$ cat src/design/rbd_pkg.sv
`timescale 1ns / 1ps

package rbd_pkg;

  localparam int CFG_W           = 12;
  localparam int CFG_IDX_W       = 1;
  localparam int DEF_MAX_WIDTH   = 2048;
  localparam int BYTES_PER_PIXEL = 3;
  localparam int HEIGHT_LIMIT    = 2048;
  localparam int ROW_W           = 11;
  localparam int CH_W            = 2;
  localparam int RESET_WIDTH     = 640;
  localparam int RESET_HEIGHT    = 480;
  localparam int QUEUE_DEPTH     = 4;

  localparam logic [CFG_IDX_W-1:0] REG_IMAGE_WIDTH  = 1'b0;
  localparam logic [CFG_IDX_W-1:0] REG_IMAGE_HEIGHT = 1'b1;

  localparam logic [CH_W-1:0] CH_FIRST = CH_W'(0);
  localparam logic [CH_W-1:0] CH_MID   = CH_W'(1);
  localparam logic [CH_W-1:0] CH_LAST  = CH_W'(BYTES_PER_PIXEL - 1);

  typedef logic [2:0] op_t;

  // what the back end does with one pixel byte
  localparam op_t OP_HOLD       = 3'd0;  // even pixel: keep byte for the pair
  localparam op_t OP_STORE_BYTE = 3'd1;  // top row, lone edge byte into line store
  localparam op_t OP_STORE_SUM  = 3'd2;  // top row, pair sum into line store
  localparam op_t OP_EMIT_BYTE  = 3'd3;  // last odd row, lone corner byte
  localparam op_t OP_EMIT_PAIR  = 3'd4;  // last odd row, horizontal pair / 2
  localparam op_t OP_EMIT_VERT  = 3'd5;  // odd right edge, vertical pair / 2
  localparam op_t OP_EMIT_QUAD  = 3'd6;  // full 2x2 block / 4

  typedef struct packed {
    op_t             op;
    logic [CH_W-1:0] ch;
    logic [7:0]      data;
    logic            done;
  } item_t;

endpackage

$ cat src/design/rbd_fifo.sv
`timescale 1ns / 1ps

module rbd_fifo #(
  parameter int WIDTH = 8,
  parameter int DEPTH = rbd_pkg::QUEUE_DEPTH
) (
  input  logic             clk,
  input  logic             rst,
  input  logic             push,
  input  logic [WIDTH-1:0] wdata,
  output logic             full,
  input  logic             pop,
  output logic [WIDTH-1:0] rdata,
  output logic             valid
);

  localparam int PTR_W = $clog2(DEPTH);
  localparam int CNT_W = $clog2(DEPTH + 1);

  logic [WIDTH-1:0] slots [DEPTH];
  logic [PTR_W-1:0] wr_ptr, rd_ptr;
  logic [CNT_W-1:0] count;

  assign full  = count == CNT_W'(DEPTH);
  assign valid = count != '0;
  assign rdata = slots[rd_ptr];

  always_ff @(posedge clk) begin
    if (push) begin
      slots[wr_ptr] <= wdata;
    end
  end

  always_ff @(posedge clk) begin
    if (rst) begin
      wr_ptr <= '0;
      rd_ptr <= '0;
      count  <= '0;
    end else begin
      if (push) begin
        wr_ptr <= (wr_ptr == PTR_W'(DEPTH - 1)) ? '0 : wr_ptr + PTR_W'(1);
      end
      if (pop) begin
        rd_ptr <= (rd_ptr == PTR_W'(DEPTH - 1)) ? '0 : rd_ptr + PTR_W'(1);
      end
      if (push && !pop) begin
        count <= count + CNT_W'(1);
      end else if (pop && !push) begin
        count <= count - CNT_W'(1);
      end
    end
  end

endmodule

$ cat config.mk
export PLATFORM = sky130hd
export DESIGN_NAME = rbd_fifo
export DESIGN_NICKNAME = d
export VERILOG_FILES = /design/src/design/rbd_pkg.sv /design/src/design/rbd_fifo.sv
export SDC_FILE = /design/constraint.sdc
export NUM_CORES = 1
export LEC_CHECK = 0
export BUFFER_PORTS_ARGS = -buffer_cell sky130_fd_sc_hd__buf_2
export CORE_MARGIN = 2
export CORE_UTILIZATION = 27
export CTS_CLUSTER_DIAMETER = 50
export DETAILED_ROUTE_END_ITERATION = 7
export HOLD_SLACK_MARGIN = 0.05
export SLEW_MARGIN = 20
export SYNTH_ARGS = -nofsm -noshare
export SYNTH_HDL_FRONTEND = slang
export SYNTH_SLANG_ARGS = --single-unit
$ cat constraint.sdc
create_clock -name clk -period 2 [get_ports clk]
set_clock_uncertainty 0.15 [all_clocks]
set_input_delay 0.1 -clock clk [delete_from_list [all_inputs] [get_ports clk]]
set_output_delay 0.1 -clock clk [all_outputs]
set_load 0.1 [all_outputs]
==> flow_summary.yaml, run 1 <==
detailed_routing:
  wl_met3_um: 156
  routed_via_density: 4.149
  top_layer: "met4"
  drtPass1Iterations: 4
  dr_wl_met2_mm: 1.416
  antenna_left: 0
  wl_per_cell_um: 13.99
  via_count: 834
  wl_met1_mm: 1.177
  drt-initial-drc-count: 41
  totalWireLength_mm: 2.812
  route.detailed.drc: 0
global_route:
  gr-total-overflow: 0
  grt_pass1_wl_mm: 4.222
  grt_pass1_vias: 915
  antenna_found_initial: 0
  grt_max_degree: 14
  grt_usage: 0.09125
run:
  drv_cap: 0
floorplan:
  row_count: 28
  start_util: 0.2750
  die_w_um: 80.96
  die_h_um: 80.96
  die-area_um2: 6554
  io_pins: 22
  core_um2: 5816
pwr:
  intPower_uw: 1453
  pwr-share-seq: 0.479
  clkPwrFrac: 0.311
  power_switching_share: 0.3058
  switching_power_uw: 639.9
  ir_worst_vdd_uv: 734.7
  p_leak_uw: 0.0007443
  power_density_nw_per_um2: 1031
  p_comb_frac: 0.210
yosys:
  syn_area_um2: 1599
  synth_nets: 105
  synth_seq_cells: 41
  syn_inst: 86
  yosysSeqAreaShare: 0.7136
  synth.avg_cell_area_um2: 18.59
  yosysUniqueCellTypes: 16
  ys.warnings.count: 0
layout:
  ff_latch_area_um2: 1141
  antennaDiodeCount: 0
  drive_gt1_frac: 0.3333
  multiInputGateArea_um2: 440.4
  postLayoutCoreUtil: 0.3492
  n_fill_cell: 579
  final_area_um2: 2031
  area_growth_pct: 27.00
  fin_nets: 144
clock_tree:
  cts_sinks: 41
  cts.htree.levels: 2
  cts-buffers-inserted: 5
  clk_path_buf_depth: 2
  cts.clk_slew.worst_paths_ns: 0.07
  root_buffer: "clkbuf_8"
  worst_skew_pair.late_latency_ns: 0.29
  cts_tree: "built"
place:
  dp_hpwl_mm: 1.926
  io_buffers: 21
  post_dp_cell_area_um2: 1794
  gp_congestion: 0.6646
worst_setup_path:
  worst_ep_required_time_ns: 2.08
  critPathKind: "in2reg"
  crit_path_end_kind: "flop"
  critPathLaunchType: "input port"
  arrival_ns: 1.99
  cp_max_fo: 3
timing:
  finalSetupTns_ns: 0
  period_minus_slack_ns: 1.910
  worst_pin_slew_ns: 0.4944
  setup_viol: 0
  maxSlewViolCount: 0
  rsz0062_at_grt: "no"
  relSlewSlack: 0.6726
  fin_crit_sh: 0.9552
  finalHoldViolCount: 0
  max_freq_ghz: 0.5235
outcome:
  outcome: "finished clean"
hold_path:
  hold_class: "reg2reg"
==> routing by layer <==
metal | vias to the layer above | track usage
li1 | 400 | -
met1 | 406 | 0.09721
met2 | 21 | 0.1595
met3 | 7 | 0.03556
met4 | 0 | 0.04068
met5 | - | 0
==> synthesized netlist by cell type (all sizes together) <==
master	count	area share
edfxtp	32	0.60
dfxtp	9	0.11
mux4	8	0.11
nor2	7	0.016
ha	6	0.047
and2	4	0.016
inv	4	0.0094
mux2i	4	0.025
a21oi	2	0.0063
nor3b	2	0.0094
or3	2	0.0078
xor2	2	0.011
buf	1	0.0070
clkbuf	1	0.0031
fa	1	0.013
o21ai	1	0.0031
==> repair_timing <==
| action | 4_1_cts | 5_1_grt |
|---|---|---|
| hold endpoints to repair | 41 | 0 |
| endpoints found under the setup margin | 0 | 1 |
| hold buffers | 11 | 0 |
| resized for setup | 0 | 3 |
| setup buffers | 0 | 1 |
==> worst max-delay path: stages <==
cell	delay [ns]
dlygate4sd3_1	0.53
buf_2	0.14
inv_1	0.07
ha_2	0.18
inv_1	0.05
fa_2	0.33
xor2_1	0.15
or3_1	0.32
a21oi_2	0.12
==> registers in the layout, summed over array words and instances, names as in the netlist, named ones only <==
register and count:
slots 32, count 3, rd_ptr 2, wr_ptr 2
==> per-stage QoR <==
step	hold slack [ns]	worst slack, ns	instances	total power [uW]
6_report	0.3920	0.08968	201	2093
5_1_grt	0.4107	0.02429	201	2178
4_1_cts	0.3650	0.04511	200	2103
3_5_place_dp	0.1720	0.2793	181	1440
3_3_place_gp	0.1628	0.3423	181	1424
2_1_floorplan	0.01907	0.1857	86	1361
==> power groups by stage <==
| stage | logic, uW | clock network (uW) | registers (uW) |
|---|---|---|---|
| 6_report | 440 | 651 | 1000 |
| 5_1_grt | 465 | 706 | 1010 |
| 4_1_cts | 437 | 664 | 1000 |
| 3_5_place_dp | 419 | 0 | 1020 |
| 3_3_place_gp | 409 | 0 | 1010 |
| 2_1_floorplan | 354 | 0 | 1010 |
==> cells in the final DEF, fill, tap and decap left out <==
cell type      synthesis  layout
nor2_1                 7       7
fa_2                   0       1
a21oi_1                2       1
ha_2                   0       1
nor3b_1                2       1
bufinv_16              0       1
dfxtp_1                9       9
mux4_2                 8       8
inv_1                  4       4
edfxtp_1              32      32
or3_1                  2       2
a21oi_2                0       1
and2_1                 4       4
dlygate4sd3_1          0      11
nor3b_2                0       1
buf_2                  0      21
clkinvlp_4             0       1
buf_4                  0       2
clkbuf_8               0       5
o21ai_0                1       1
clkinv_1               0       1
xor2_1                 2       2
ha_1                   6       5
mux2i_1                4       4
==> cells by family (layout without fill, tap and decap cells) <==
| kind of cell | after synthesis | count (layout) | share of synthesized area |
|---|---|---|---|
| flip-flops | 41 | 41 | 0.7136 |
| AND/OR/NAND/NOR | 15 | 15 | 0.04929 |
| multiplexers | 12 | 12 | 0.1377 |
| adder cells (fa/ha/maj) | 7 | 7 | 0.05947 |
| buffers and inverters | 6 | 46 | 0.01956 |
| AO/OA/AOI/OAI | 3 | 3 | 0.009387 |
| XOR/XNOR | 2 | 2 | 0.01096 |
==> layout make-up <==
| cell class | count | share of cell area |
|---|---|---|
| clock buffers | 5 | 0.03389 |
| flip-flops and latches | 41 | 0.5619 |
| inverters | 4 | 0.007394 |
| multi-input cells | 39 | 0.2169 |
| repair buffers | 34 | 0.1134 |
| clock inverters | 3 | 0.02033 |
| well taps | 75 | 0.04621 |
==> final timing paths <==
check,startpoint,to,slack [ns],depth (start not counted)
worst max-delay path,pop,count[2],0.09,9
worst min-delay path,count[2],count[2],0.39,2
worst max register to register,count[0],count[2],0.44,4
worst min register to register,count[2],count[2],0.39,2
(Power assumes the default switching activity.)
==> inputs of run 2 (changes only) <==
Settings changed: CELL_PAD_IN_SITES_DETAIL_PLACEMENT set to 0, CELL_PAD_IN_SITES_GLOBAL_PLACEMENT set to 2, PLACE_DENSITY_LB_ADDON set to 0.1, SLEW_MARGIN 20 to unset.
==> run 2 against run 1 <==
Effect of this change: cell area decreased by 0.25%; via count is 1.8% higher; sequential cell count stayed put; combinational power decreased by 1%; register-to-register slack worse by 0.19 ns; critical path depth is 1 lower; routed wire length is 3.7% lower; largest cell class unchanged; first-iteration DRC count shrank 59%; fmax decreased by 0.19%; sequential share of layout area rose by 0.14 points; clock power is 2% lower; setup slack lost 0.0037 ns.
==> flow_summary.yaml, run 2 (synthesis results as in run 1) <==
run:
  drv_cap: 0
timing:
  fin_crit_sh: 0.9570
  maxSlewViolCount: 0
  setup_viol: 0
  finalSetupTns_ns: 0
  relSlewSlack: 0.6771
  worst_pin_slew_ns: 0.4878
  period_minus_slack_ns: 1.914
  finalHoldViolCount: 0
  setup_ws_ns: 0.08597
  max_freq_ghz: 0.5225
  hold_ws_ns: 0.09375
worst_setup_path:
  r2r_cells: 5
  crit_start: "push"
  crit_buf_inv: 3
  arrival_ns: 1.98
  crit_path_end_kind: "flop"
  cp_max_fo: 7
  timing.rr.start: "wr_ptr[0]"
  worst_ep_required_time_ns: 2.07
  path_delay_family: "buffers and inverters"
  rr_endpoint: "wr_ptr[1]"
  cp-endpoint: "count[2]"
  critPathLaunchType: "input port"
  reg2reg_slack_ns: 0.25
  slowest_delay_ns: 0.52
  worstSetupPathDepth: 8
  critPathKind: "in2reg"
  path_cells: "dlygate4sd3_1, buf_4, ha_2, inv_1, fa_1, xor2_1, or3_1, a21oi_1"
  crit_path_top_delay_cell: "dlygate4sd3_1"
place:
  post_dp_cell_area_um2: 1794
  dp_hpwl_mm: 1.826
  preCtsSetupSlack_ns: 0.2581
  io_buffers: 21
  gp_congestion: 0.6734
global_route:
  antenna_found_initial: 0
  grt_pass1_vias: 877
  gr-total-overflow: 0
  grt_pass1_wl_mm: 4.395
  grt_usage: 0.09551
  grt_max_degree: 13
layout:
  largest-register: "slots"
  area_growth_pct: 26.68
  final_area_um2: 2026
  final_common_cell: "edfxtp_1"
  postLayoutCoreUtil: 0.3483
  fin_nets: 144
  reg.largest.list: "slots x32, count x3"
  antennaDiodeCount: 0
  drive_gt1_frac: 0.3016
  largest_reg_flops: 32
  final_cell_mix: "edfxtp_1, buf_2, dlygate4sd3_1"
  n_fill_cell: 591
detailed_routing:
  route.detailed.drc: 0
  antenna_left: 0
  totalWireLength_mm: 2.708
  drt-initial-drc-count: 17
  wl_per_cell_um: 13.47
  routed_via_density: 4.224
  via_count: 849
  drtPass1Iterations: 3
floorplan:
  die-area_um2: 6554
  io_pins: 22
  row_count: 28
  die_h_um: 80.96
  core_um2: 5816
  start_util: 0.2750
  die_w_um: 80.96
clock_tree:
  clk_path_buf_depth: 2
  postCtsSetupRepairBufs: 0
  cts-buffers-inserted: 5
  cts_tree: "built"
  cts.htree.levels: 2
  root_buffer: "clkbuf_8"
  cts.clk_slew.worst_paths_ns: 0.07
  worst_skew_pair.late_latency_ns: 0.28
  cts_sinks: 41
pwr:
  ir_worst_vdd_uv: 380.1
  power_switching_share: 0.2981
  switching_power_uw: 617.2
  p_leak_uw: 0.0007484
  pwr-share-seq: 0.482
  clkPwrFrac: 0.308
  p_comb_frac: 0.210
  power_density_nw_per_um2: 1022
  intPower_uw: 1453
hold_path:
  whs_path_depth: 4
  hold_class: "in2reg"
outcome:
  outcome: "finished clean"
-- run 2: changes by cell type in the layout (fill, tap and decap cells not counted) --
cell           before  now
fa_2                1    0
fa_1                0    1
a21oi_1             1    2
a21oi_2             1    0
clkbuf_1            0    1
dlygate4sd3_1      11   12
buf_2              21   20
clkinvlp_4          1    0
-- run 2: power by group through the flow --
stage,Clock (uW),Combinational (uW),Sequential (uW)
finish,638,435,998
CTS,663,442,999
global route,690,464,1000
detailed placement,0,420,1020
floorplan,0,354,1010
global placement,0,419,1020
-- run 2: area by class of cell --
type / count / area, um2 / share of cell area
Timing Repair Buffer: 34 / 235.2 / 0.1161
Sequential cell: 41 / 1141 / 0.5633
Clock inverter: 2 / 33.78 / 0.01668
Clock buffer: 6 / 72.57 / 0.03582
Tap cell: 75 / 93.84 / 0.04632
Multi-Input combinational cell: 39 / 434.2 / 0.2143
Inverter: 4 / 15.01 / 0.007412
-- run 2: how the worst min path moves through the flow --
stage               startpoint          end
floorplan                  rst     count[2]
global placement      wdata[5]  slots[3][5]
detailed placement    wdata[0]  slots[3][0]
CTS                        pop    rd_ptr[0]
global route               pop    rd_ptr[0]
finish                     pop    rd_ptr[0]
-- run 2: per-layer routing --
metal | global-route usage | routed length (um) | vias to the layer above
li1 | - | - | 404
met1 | 0.1130 | 1128 | 423
met2 | 0.1537 | 1401 | 17
met3 | 0.03444 | 124 | 5
met4 | 0.04746 | 53 | 0
met5 | 0 | 0 | -
-- run 2: tightest hold or removal path, stage by stage --
cell     delay [ns]
buf_2          0.10
inv_1          0.06
a21oi_1        0.16
nor2_1         0.07
-- run 2: timing repair --
| item | in CTS | in global routing |
|---|---|---|
| hold buffers | 12 | 0 |
| endpoints found under the hold margin | 41 | 0 |
| gates resized for setup | 0 | 3 |
| setup endpoints to repair | 0 | 1 |
-- run 2: through the flow --
step                      instances  total power, uW
after floorplan                  86             1361
after global placement          181             1438
after detailed placement        181             1440
after CTS                       201             2104
after global routing            201             2159
final                           201             2070
