[config.mk]
export PLATFORM = sky130hd
export DESIGN_NAME = rbd_front
export DESIGN_NICKNAME = d
export VERILOG_FILES = /design/src/design/rbd_pkg.sv /design/src/design/rbd_front.sv
export SDC_FILE = /design/constraint.sdc
export NUM_CORES = 1
export LEC_CHECK = 0
export BUFFER_PORTS_ARGS = -buffer_cell sky130_fd_sc_hd__buf_4
export CAP_MARGIN = 0
export CORE_ASPECT_RATIO = 1.75
export CORE_MARGIN = 2
export CORE_UTILIZATION = 40
export DETAILED_ROUTE_END_ITERATION = 10
export PLACE_DENSITY = 0.64
export REMOVE_ABC_BUFFERS = 1
export SLEW_MARGIN = 20
export SYNTH_ARGS = -nofsm -noshare
export SYNTH_HDL_FRONTEND = slang
export SYNTH_SLANG_ARGS = --single-unit
export TNS_END_PERCENT = 5
[constraint.sdc]
create_clock -name clk -period 9.8 [get_ports clk]
set_input_delay 1.47 -clock clk [delete_from_list [all_inputs] [get_ports clk]]
set_output_delay 1.47 -clock clk [all_outputs]
set_load 0.1 [all_outputs]
[src/design/rbd_pkg.sv]
`timescale 1ns / 1ps

package rbd_pkg;

  localparam int CFG_W           = 12;
  localparam int CFG_IDX_W       = 1;
  localparam int DEF_MAX_WIDTH   = 2048;
  localparam int BYTES_PER_PIXEL = 3;
  localparam int HEIGHT_LIMIT    = 2048;
  localparam int ROW_W           = 11;
  localparam int CH_W            = 2;
  localparam int RESET_WIDTH     = 640;
  localparam int RESET_HEIGHT    = 480;
  localparam int QUEUE_DEPTH     = 4;

  localparam logic [CFG_IDX_W-1:0] REG_IMAGE_WIDTH  = 1'b0;
  localparam logic [CFG_IDX_W-1:0] REG_IMAGE_HEIGHT = 1'b1;

  localparam logic [CH_W-1:0] CH_FIRST = CH_W'(0);
  localparam logic [CH_W-1:0] CH_MID   = CH_W'(1);
  localparam logic [CH_W-1:0] CH_LAST  = CH_W'(BYTES_PER_PIXEL - 1);

  typedef logic [2:0] op_t;

  // what the back end does with one pixel byte
  localparam op_t OP_HOLD       = 3'd0;  // even pixel: keep byte for the pair
  localparam op_t OP_STORE_BYTE = 3'd1;  // top row, lone edge byte into line store
  localparam op_t OP_STORE_SUM  = 3'd2;  // top row, pair sum into line store
  localparam op_t OP_EMIT_BYTE  = 3'd3;  // last odd row, lone corner byte
  localparam op_t OP_EMIT_PAIR  = 3'd4;  // last odd row, horizontal pair / 2
  localparam op_t OP_EMIT_VERT  = 3'd5;  // odd right edge, vertical pair / 2
  localparam op_t OP_EMIT_QUAD  = 3'd6;  // full 2x2 block / 4

  typedef struct packed {
    op_t             op;
    logic [CH_W-1:0] ch;
    logic [7:0]      data;
    logic            done;
  } item_t;

endpackage

[src/design/rbd_front.sv]
`timescale 1ns / 1ps

module rbd_front #(
  parameter int MAX_WIDTH = rbd_pkg::DEF_MAX_WIDTH,
  localparam int LINE_DEPTH = ((MAX_WIDTH + 1) / 2) * rbd_pkg::BYTES_PER_PIXEL,
  localparam int IDX_W = $clog2(LINE_DEPTH)
) (
  input  logic                          clk,
  input  logic                          rst,
  input  logic                          cfg_we,
  input  logic [rbd_pkg::CFG_IDX_W-1:0] cfg_index,
  input  logic [rbd_pkg::CFG_W-1:0]     cfg_data,
  input  logic                          in_valid,
  input  logic [7:0]                    in_byte,
  output logic                          in_ready,
  input  logic                          q_full,
  output logic                          q_push,
  output rbd_pkg::item_t                q_item,
  output logic [IDX_W-1:0]              q_idx
);
  import rbd_pkg::*;

  localparam int PIX_W  = $clog2(MAX_WIDTH);
  localparam int WEFF_W = $clog2(MAX_WIDTH + 1);
  localparam int CMP_W  = WEFF_W + 1;
  localparam int ROWC_W = CFG_W + 1;

  logic [CFG_W-1:0]  image_width;
  logic [CFG_W-1:0]  image_height;
  logic [WEFF_W-1:0] width_eff;
  logic [CFG_W-1:0]  height_eff;

  logic [PIX_W-1:0]  pix, pix_next;
  logic [CH_W-1:0]   ch, ch_next;
  logic [ROW_W-1:0]  row, row_next;

  logic              col_wrap;
  logic [PIX_W-1:0]  cur_pix;
  logic [CH_W-1:0]   cur_ch;
  logic [ROWC_W-1:0] row_inc;
  logic [ROW_W-1:0]  cur_row;
  logic              pix_last, lone, last_row;
  op_t               op;

  always_comb begin
    if (image_width == '0) begin
      width_eff = WEFF_W'(1);
    end else if (32'(image_width) > 32'(MAX_WIDTH)) begin
      width_eff = WEFF_W'(MAX_WIDTH);
    end else begin
      width_eff = WEFF_W'(image_width);
    end
    if (image_height == '0) begin
      height_eff = CFG_W'(1);
    end else if (32'(image_height) > 32'(HEIGHT_LIMIT)) begin
      height_eff = CFG_W'(HEIGHT_LIMIT);
    end else begin
      height_eff = image_height;
    end
  end

  // position of this byte; a shrunk size since the last byte wraps first
  always_comb begin
    col_wrap = CMP_W'(pix) >= CMP_W'(width_eff);
    cur_pix  = col_wrap ? '0 : pix;
    cur_ch   = col_wrap ? CH_FIRST : ch;
    row_inc  = ROWC_W'(row) + ROWC_W'(col_wrap);
    cur_row  = (row_inc >= ROWC_W'(height_eff)) ? '0 : ROW_W'(row_inc);
    pix_last = (CMP_W'(cur_pix) + CMP_W'(1)) >= CMP_W'(width_eff);
    lone     = !cur_pix[0] && pix_last;
    last_row = (ROWC_W'(cur_row) + ROWC_W'(1)) >= ROWC_W'(height_eff);
  end

  always_comb begin
    if (!cur_pix[0] && !lone) begin
      op = OP_HOLD;
    end else if (!cur_row[0]) begin
      if (lone) begin
        op = last_row ? OP_EMIT_BYTE : OP_STORE_BYTE;
      end else begin
        op = last_row ? OP_EMIT_PAIR : OP_STORE_SUM;
      end
    end else begin
      op = lone ? OP_EMIT_VERT : OP_EMIT_QUAD;
    end
  end

  always_comb begin
    pix_next = cur_pix;
    ch_next  = cur_ch;
    row_next = cur_row;
    if (cur_ch == CH_LAST) begin
      ch_next = CH_FIRST;
      if (pix_last) begin
        pix_next = '0;
        row_next = last_row ? '0 : cur_row + ROW_W'(1);
      end else begin
        pix_next = cur_pix + PIX_W'(1);
      end
    end else begin
      ch_next = cur_ch + CH_W'(1);
    end
  end

  assign in_ready    = !q_full;
  assign q_push      = in_valid && !q_full;
  assign q_item.op   = op;
  assign q_item.ch   = cur_ch;
  assign q_item.data = in_byte;
  assign q_item.done = pix_last && (cur_ch == CH_LAST) && last_row;
  assign q_idx       = IDX_W'(32'(cur_pix >> 1) * BYTES_PER_PIXEL + 32'(cur_ch));

  always_ff @(posedge clk) begin
    if (rst) begin
      image_width  <= CFG_W'(RESET_WIDTH);
      image_height <= CFG_W'(RESET_HEIGHT);
      pix          <= '0;
      ch           <= CH_FIRST;
      row          <= '0;
    end else begin
      if (cfg_we) begin
        unique case (cfg_index)
          REG_IMAGE_WIDTH:  image_width  <= cfg_data;
          REG_IMAGE_HEIGHT: image_height <= cfg_data;
          default: ;
        endcase
      end
      if (q_push) begin
        pix <= pix_next;
        ch  <= ch_next;
        row <= row_next;
      end
    end
  end

endmodule

==> out/metrics.yaml, run 1 <==
clock_network:
  worst_skew_pair.late_latency_ns: 0.30
  cts_tree: "done"
  cts_max_path_buffers: 2
  cts-htree-levels: 2
  cts_hold_buffers: 0
  cts_made_buffers: 5
  clk_root_buffer_cell: "sky130_fd_sc_hd__clkbuf_16"
  clock_sinks: 48
  cts.reportedPaths.clkPinSlew_ns: 0.07
timing:
  period_minus_slack_ns: 9.27
  clock-skew-final_ns: 0.00676
  rsz0062_at_grt: "false"
  final_layout_setup_total_negative_slack_ns: 0
  period_share_pct: 94.6
  final-max-slew-violation-count: 0
  worst_slew_margin_rel_pct: 44.2
  hold_viol: 0
  tightest_slew_ns: 0.836
  setup_viol: 0
  fmax_mhz: 108
pwr:
  total_power_mw: 0.506
  p_leak_nw: 2.49
  peakVddDrop_v: 0.0000814
  p_per_area_mw_per_mm2: 101
cells_and_area:
  drive_gt1_share_pct: 11.1
  area_occupied_by_multi_input_gates_mm2: 0.00322
  final_cell_count_no_fill: 734
  most-common-layout-cells: "sky130_fd_sc_hd__nand2_1 (102), sky130_fd_sc_hd__ha_1 (71), sky130_fd_sc_hd__dfxtp_1 (48)"
  regArea_um2: 961
  layout.core_utilization_pct: 46.6
  final.fill_count: 1109
  most_common_library_cell_in_the_layout_ignoring_fill_and_taps: "sky130_fd_sc_hd__nand2_1"
  design.final.nets: 704
  num_antenna_cells: 0
  layout-area-overhead-vs-synth_pct: 13.0
worst_setup_path:
  cp.buffers_inverters: 3
  timing.reg2reg.setup_slack_ns: 1.78
  critical-path-top-cell-by-count: "sky130_fd_sc_hd__ha_1"
  worst_path_largest_cell_delay_ns: 0.49
  worst_ep_required_time_ns: 8.33
  cp-start-kind: "register"
  critPathCaptureType: "primary output"
  timing.critical_path.arrival_ns: 7.80
  r2r_start: "image_width[7]$_SDFFE_PP1P_"
  worstRegToRegCells: 34
  critical_path.max_fanout: 7
  critical_path.slowest_cell: "sky130_fd_sc_hd__or4_4"
  worstSetupPathType: "reg -> out"
  worst_path_dominant_cell_family: "simple AND/OR/NAND/NOR gates"
  r2r_end: "row[0]$_SDFFE_PP0P_"
detailed_routing:
  route.final.wire_length_mm: 12.5
  viasPerCell: 5.75
  avgRoutedWirePerCell_um: 17.1
  vias: 4222
  detailedRoute.firstPassIterationCount: 6
  route.antenna.remaining_nets: 0
  drcViolationCount: 0
  detail_route.iter0.violations: 197
floorplanning:
  std_cell_rows: 50
  num_io_pins: 54
  die-area_mm2: 0.0120
  chip_width_um: 83.6
  initial_utilization_pct: 41.2
  floorplan.core_area_mm2: 0.0108
  height_of_the_chip_um: 143
run:
  max_cap_viol_count: 0
logic_synthesis:
  post_synth_num_cell_types: 60
  synthDominantAreaCellType: "sky130_fd_sc_hd__dfxtp_1"
  ys_seq_elements: 48
  dominantRegCellSynth: "sky130_fd_sc_hd__dfxtp_1"
  synth.top_cells.by_area: "sky130_fd_sc_hd__dfxtp_1 (22%), sky130_fd_sc_hd__ha_1 (20%), sky130_fd_sc_hd__nand2_1 (8.6%), sky130_fd_sc_hd__a21oi_1 (4.3%), sky130_fd_sc_hd__xnor2_1 (4.0%)"
  edff_count_synth: 0
  syn-instance-count: 577
  postSynth.asyncResetShare_pct: 0
  syn_area_mm2: 0.00443
  synth.avg_cell_area_um2: 7.69
  synthDominantCellAreaShare_pct: 21.7
  yosys_warnings: 0
  synth_seq_area_share_pct: 21.7
place:
  placed_cells: 724
  portBuffers: 37
  dp_hpwl_mm: 10.2
  place.gp.congestion: 0.912
grt:
  gr-total-overflow: 0
  groute.usage.overall_pct: 21.3
  grt_pass1_wl_mm: 20.4
  grt_start_max_net_pins: 42
  initial_antenna_violation_count: 0
  first_global_vias: 4246
hold_path:
  holdCritStartpoint: "image_width[0]$_SDFFE_PP0P_"
  timing.hold.worst.class: "reg -> reg"
  hold_path_end: "image_width[0]$_SDFFE_PP0P_"
  hold_path_depth: 2
status:
  run_status: "finished, final reports clean"
==> cells by family after synthesis <==
logic type | synth area share [%]
compound gates | 18.6
xor+xnor | 6.89
fa+ha+maj | 21.2
buf+inv | 5.98
flops | 21.7
simple gates | 25.6
==> flip-flops by register name (all words and copies together), names as in the netlist <==
signal	flops
image_height	12
image_width	12
pix	11
row	11
ch	2
==> Yosys cell counts, types with 7 or more instances <==
cell type	instances
sky130_fd_sc_hd__nand2_1	102
sky130_fd_sc_hd__ha_1	72
sky130_fd_sc_hd__dfxtp_1	48
sky130_fd_sc_hd__nor2_1	44
sky130_fd_sc_hd__a21oi_1	38
sky130_fd_sc_hd__inv_1	30
sky130_fd_sc_hd__xnor2_1	20
sky130_fd_sc_hd__nand3_1	16
sky130_fd_sc_hd__a21o_1	13
sky130_fd_sc_hd__xor2_1	13
sky130_fd_sc_hd__and2_1	12
sky130_fd_sc_hd__clkbuf_1	12
sky130_fd_sc_hd__o21ai_1	11
sky130_fd_sc_hd__and3_1	10
sky130_fd_sc_hd__a22oi_1	8
sky130_fd_sc_hd__buf_4	8
sky130_fd_sc_hd__o21ai_0	8
sky130_fd_sc_hd__nand3b_1	7
sky130_fd_sc_hd__nor2b_1	7
sky130_fd_sc_hd__nor3_1	7
==> layout make-up <==
type,instances,area share (%)
multi-input cells,470,64.3
flip-flops and latches,48,19.2
repair buffers,47,7.11
well taps,130,3.25
clock buffers,5,2.50
inverters,32,2.47
clock inverters,2,1.20
==> routing by layer <==
metal | routed length [um] | GRT usage (%) | share of wire [%]
met5 | 0 | 0 | 0
met4 | 602 | 11.6 | 4.8
met3 | 451 | 2.83 | 3.6
met2 | 7010 | 42.0 | 56
met1 | 4480 | 21.0 | 36
==> what timing repair did <==
item,in CTS,in global routing
gates resized for setup,0,5
endpoints found under the setup margin,0,3
buffers inserted,0,3
==> per-stage QoR <==
stage / instance area (um^2) / hold slack (ns) / worst slack (ns)
finish: 5010 / 0.467 / 0.530
global route: 5010 / 0.491 / 0.0909
CTS: 4970 / 0.474 / 0.210
detailed placement: 4780 / 0.466 / 0.543
global placement: 4780 / 0.459 / 0.684
floorplan: 4290 / 0.430 / 0.205
==> tightest hold or removal path, stage by stage, from the launching register on <==
cell and delay (ns):
sky130_fd_sc_hd__dfxtp_1 0.32, sky130_fd_sc_hd__nand2_1 0.05, sky130_fd_sc_hd__a21oi_1 0.05
==> how the worst max path moves through the flow <==
stage	startpoint	to	slack [ns]	depth (start not counted)
finish	image_width[7]$_SDFFE_PP1P_	q_item[12]	0.53	34
global route	image_width[1]$_SDFFE_PP0P_	q_item[12]	0.09	34
CTS	image_width[11]$_SDFFE_PP0P_	q_item[12]	0.21	32
detailed placement	image_width[11]$_SDFFE_PP0P_	q_item[12]	0.54	32
global placement	image_width[11]$_SDFFE_PP0P_	q_item[12]	0.68	32
floorplan	image_width[11]$_SDFFE_PP0P_	q_item[13]	0.20	33
==> report_power, final <==
group          switching (mW)  internal (mW)  total (mW)  leakage [nW]
registers             0.00560          0.201       0.207         0.391
logic                  0.0494         0.0271      0.0766          2.00
clock network          0.0778          0.145       0.223        0.0899
total                   0.133          0.373       0.506          2.49
No activity file was read; power rests on OpenSTA's default activity.
==> run 2, diff against run 1 <==
--- a/config.mk
+++ b/config.mk
@@ -5,6 +5,7 @@
 export SDC_FILE = /design/constraint.sdc
 export NUM_CORES = 1
 export LEC_CHECK = 0
+export ABC_AREA = 1
 export BUFFER_PORTS_ARGS = -buffer_cell sky130_fd_sc_hd__buf_4
 export CAP_MARGIN = 0
 export CORE_ASPECT_RATIO = 1.75
==> out/metrics.yaml, run 2 <==
logic_synthesis:
  ys_seq_elements: 48
  synth.top_cells.by_area: "sky130_fd_sc_hd__dfxtp_1 (21%), sky130_fd_sc_hd__ha_1 (20%), sky130_fd_sc_hd__nand2_1 (11%), sky130_fd_sc_hd__inv_1 (7.3%), sky130_fd_sc_hd__nor2_1 (6.6%)"
  dominantRegCellSynth: "sky130_fd_sc_hd__dfxtp_1"
  syn_area_mm2: 0.00457
  netlist_top_cells_count: "sky130_fd_sc_hd__nand2_1 (140), sky130_fd_sc_hd__inv_1 (89), sky130_fd_sc_hd__nor2_1 (80)"
  syn-instance-count: 679
  synth.avg_cell_area_um2: 6.74
  yosys_warnings: 0
  synthDominantCellAreaShare_pct: 21.0
  synth.most_common_cell: "sky130_fd_sc_hd__nand2_1"
  synthDominantAreaCellType: "sky130_fd_sc_hd__dfxtp_1"
  synth_seq_area_share_pct: 21.0
  postSynth.asyncResetShare_pct: 0
  edff_count_synth: 0
  post_synth_num_cell_types: 42
worst_setup_path:
  worst_ep_required_time_ns: 8.33
  critical_path.slowest_cell: "sky130_fd_sc_hd__a211oi_4"
  critical_path.max_fanout: 10
  worst_path_largest_cell_delay_ns: 0.40
  critPathCaptureType: "primary output"
  timing.critical_path.arrival_ns: 7.64
  cp-start-kind: "register"
  worstSetupPathType: "reg -> out"
  critical-path-top-cell-by-count: "sky130_fd_sc_hd__nand2_1"
hold_path:
  timing.hold.worst.class: "reg -> reg"
detailed_routing:
  detailedRoute.firstPassIterationCount: 5
  viasPerCell: 5.28
  avgRoutedWirePerCell_um: 16.5
  drcViolationCount: 0
  detail_route.iter0.violations: 222
  route.final.wire_length_mm: 13.8
  route.antenna.remaining_nets: 0
  vias: 4428
clock_network:
  cts_made_buffers: 5
  cts-htree-levels: 2
  cts.reportedPaths.clkPinSlew_ns: 0.07
  cts_max_path_buffers: 2
  cts_tree: "done"
  clk_root_buffer_cell: "sky130_fd_sc_hd__clkbuf_16"
  cts_hold_buffers: 0
  clock_sinks: 48
  worst_skew_pair.late_latency_ns: 0.30
place:
  place.gp.congestion: 0.931
  detailed_place.area_mm2: 0.00491
  dp_hpwl_mm: 11.4
  portBuffers: 37
  placed_cells: 827
timing:
  worst_slew_margin_rel_pct: 33.4
  final-max-slew-violation-count: 0
  period_share_pct: 93.0
  period_minus_slack_ns: 9.11
  clock-skew-final_ns: 0.00539
  setup_viol: 0
  hold_viol: 0
  fmax_mhz: 110
  tightest_slew_ns: 0.993
cells_and_area:
  finalInstanceArea_mm2: 0.00513
  design.final.nets: 805
  most_common_library_cell_in_the_layout_ignoring_fill_and_taps: "sky130_fd_sc_hd__nand2_1"
  final.fill_count: 1140
  largestRegisters: "image_height: 12 flops, image_width: 12 flops"
  most-common-layout-cells: "sky130_fd_sc_hd__nand2_1 (140), sky130_fd_sc_hd__inv_1 (89), sky130_fd_sc_hd__nor2_1 (80)"
  layout.core_utilization_pct: 45.9
  layout-area-overhead-vs-synth_pct: 12.2
  final_cell_count_no_fill: 838
  drive_gt1_share_pct: 10.8
  num_antenna_cells: 0
grt:
  grt_start_max_net_pins: 38
  first_global_vias: 4335
  groute.usage.overall_pct: 22.5
  initial_antenna_violation_count: 0
  grt_pass1_wl_mm: 21.8
  gr-total-overflow: 0
status:
  run_status: "finished, final reports clean"
floorplanning:
  die-area_mm2: 0.0123
  floorplan.core_area_mm2: 0.0112
  std_cell_rows: 51
  chip_width_um: 84.8
  num_io_pins: 54
  initial_utilization_pct: 41.0
  height_of_the_chip_um: 145
pwr:
  peakVddDrop_v: 0.0000935
  p_leak_nw: 2.66
  p_per_area_mw_per_mm2: 144
run:
  max_cap_viol_count: 0
-- run 2: cell types whose count changed in the layout (fill, tap and decap cells not counted), moves of 13 or more --
cell                      previous run  this run
sky130_fd_sc_hd__a21oi_1            38        53
sky130_fd_sc_hd__nor2_1             44        80
sky130_fd_sc_hd__nand2_1           102       140
sky130_fd_sc_hd__inv_1              29        89
sky130_fd_sc_hd__o21ai_0             8        49
sky130_fd_sc_hd__nand3_1            16        29
-- run 2: path summary, 6_finish.rpt --
kind,slack (ns),depth (start not counted),start,end
worst min-delay path,0.47,2,pix[0]$_SDFFE_PP0P_,pix[0]$_SDFFE_PP0P_
worst min register to register,0.47,2,pix[0]$_SDFFE_PP0P_,pix[0]$_SDFFE_PP0P_
worst max register to register,2.48,45,image_width[0]$_SDFFE_PP0P_,row[3]$_SDFFE_PP0P_
worst max-delay path,0.69,44,image_width[0]$_SDFFE_PP0P_,q_item[12]
-- run 2: routing by layer --
layer	vias to the layer above	global-route usage (%)	share of wire, %	wire, um
li1	2279	-	-	-
met1	2000	22.5	37	5060
met2	118	44.0	56	7720
met3	31	2.61	2.8	393
met4	0	11.0	4.6	629
met5	-	0	0	0
-- run 2: through the flow --
step	hold slack, ns	worst slack (ns)	TNS (ns)	power, mW
after floorplan	0.439	0.654	0	0.435
after global placement	0.458	1.05	0	0.506
after detailed placement	0.466	0.929	0	0.510
after CTS	0.475	0.595	0	0.741
after global routing	0.495	-0.0109	-0.0109	0.778
final	0.474	0.688	0	0.739
-- run 2: kinds of logic after synthesis --
| kind of cell | Yosys count | share of synthesized area [%] |
|---|---|---|
| AO/OA/AOI/OAI | 124 | 15.1 |
| XOR/XNOR | 25 | 4.79 |
| adder cells (fa/ha/maj) | 74 | 20.6 |
| buffers and inverters | 120 | 10.6 |
| flip-flops | 48 | 21.0 |
| AND/OR/NAND/NOR | 288 | 27.9 |
-- run 2: final cells by class --
class | count | area, um^2 | share of cell area, %
Inverter | 98 | 373 | 7.27
Multi-Input combinational cell | 511 | 3130 | 60.9
Timing Repair Buffer | 41 | 312 | 6.07
Clock buffer | 5 | 125 | 2.44
Tap cell | 132 | 165 | 3.22
Clock inverter | 3 | 68.8 | 1.34
Sequential cell | 48 | 961 | 18.7
-- run 2: worst max-delay path, delay by kind of cell, from the launching register on --
family                   cells  cell delay (ns)
adder cells (fa/ha/maj)      7             1.78
AO/OA/AOI/OAI                8             1.61
flip-flops                   1             0.33
AND/OR/NAND/NOR             21             2.46
buffers and inverters        6             0.70
XOR/XNOR                     2             0.48
-- run 2: power by group --
part	switching, mW	leakage, nW	internal [mW]
registers	0.0112	0.395	0.208
clock network	0.0825	0.0944	0.147
logic	0.208	2.17	0.0822
total	0.302	2.66	0.437
-- run 2: what timing repair did --
action,in CTS,in global routing
endpoints found under the setup margin,0,1
buffers inserted,0,3
resized for setup,0,1
hold endpoints to repair,0,0
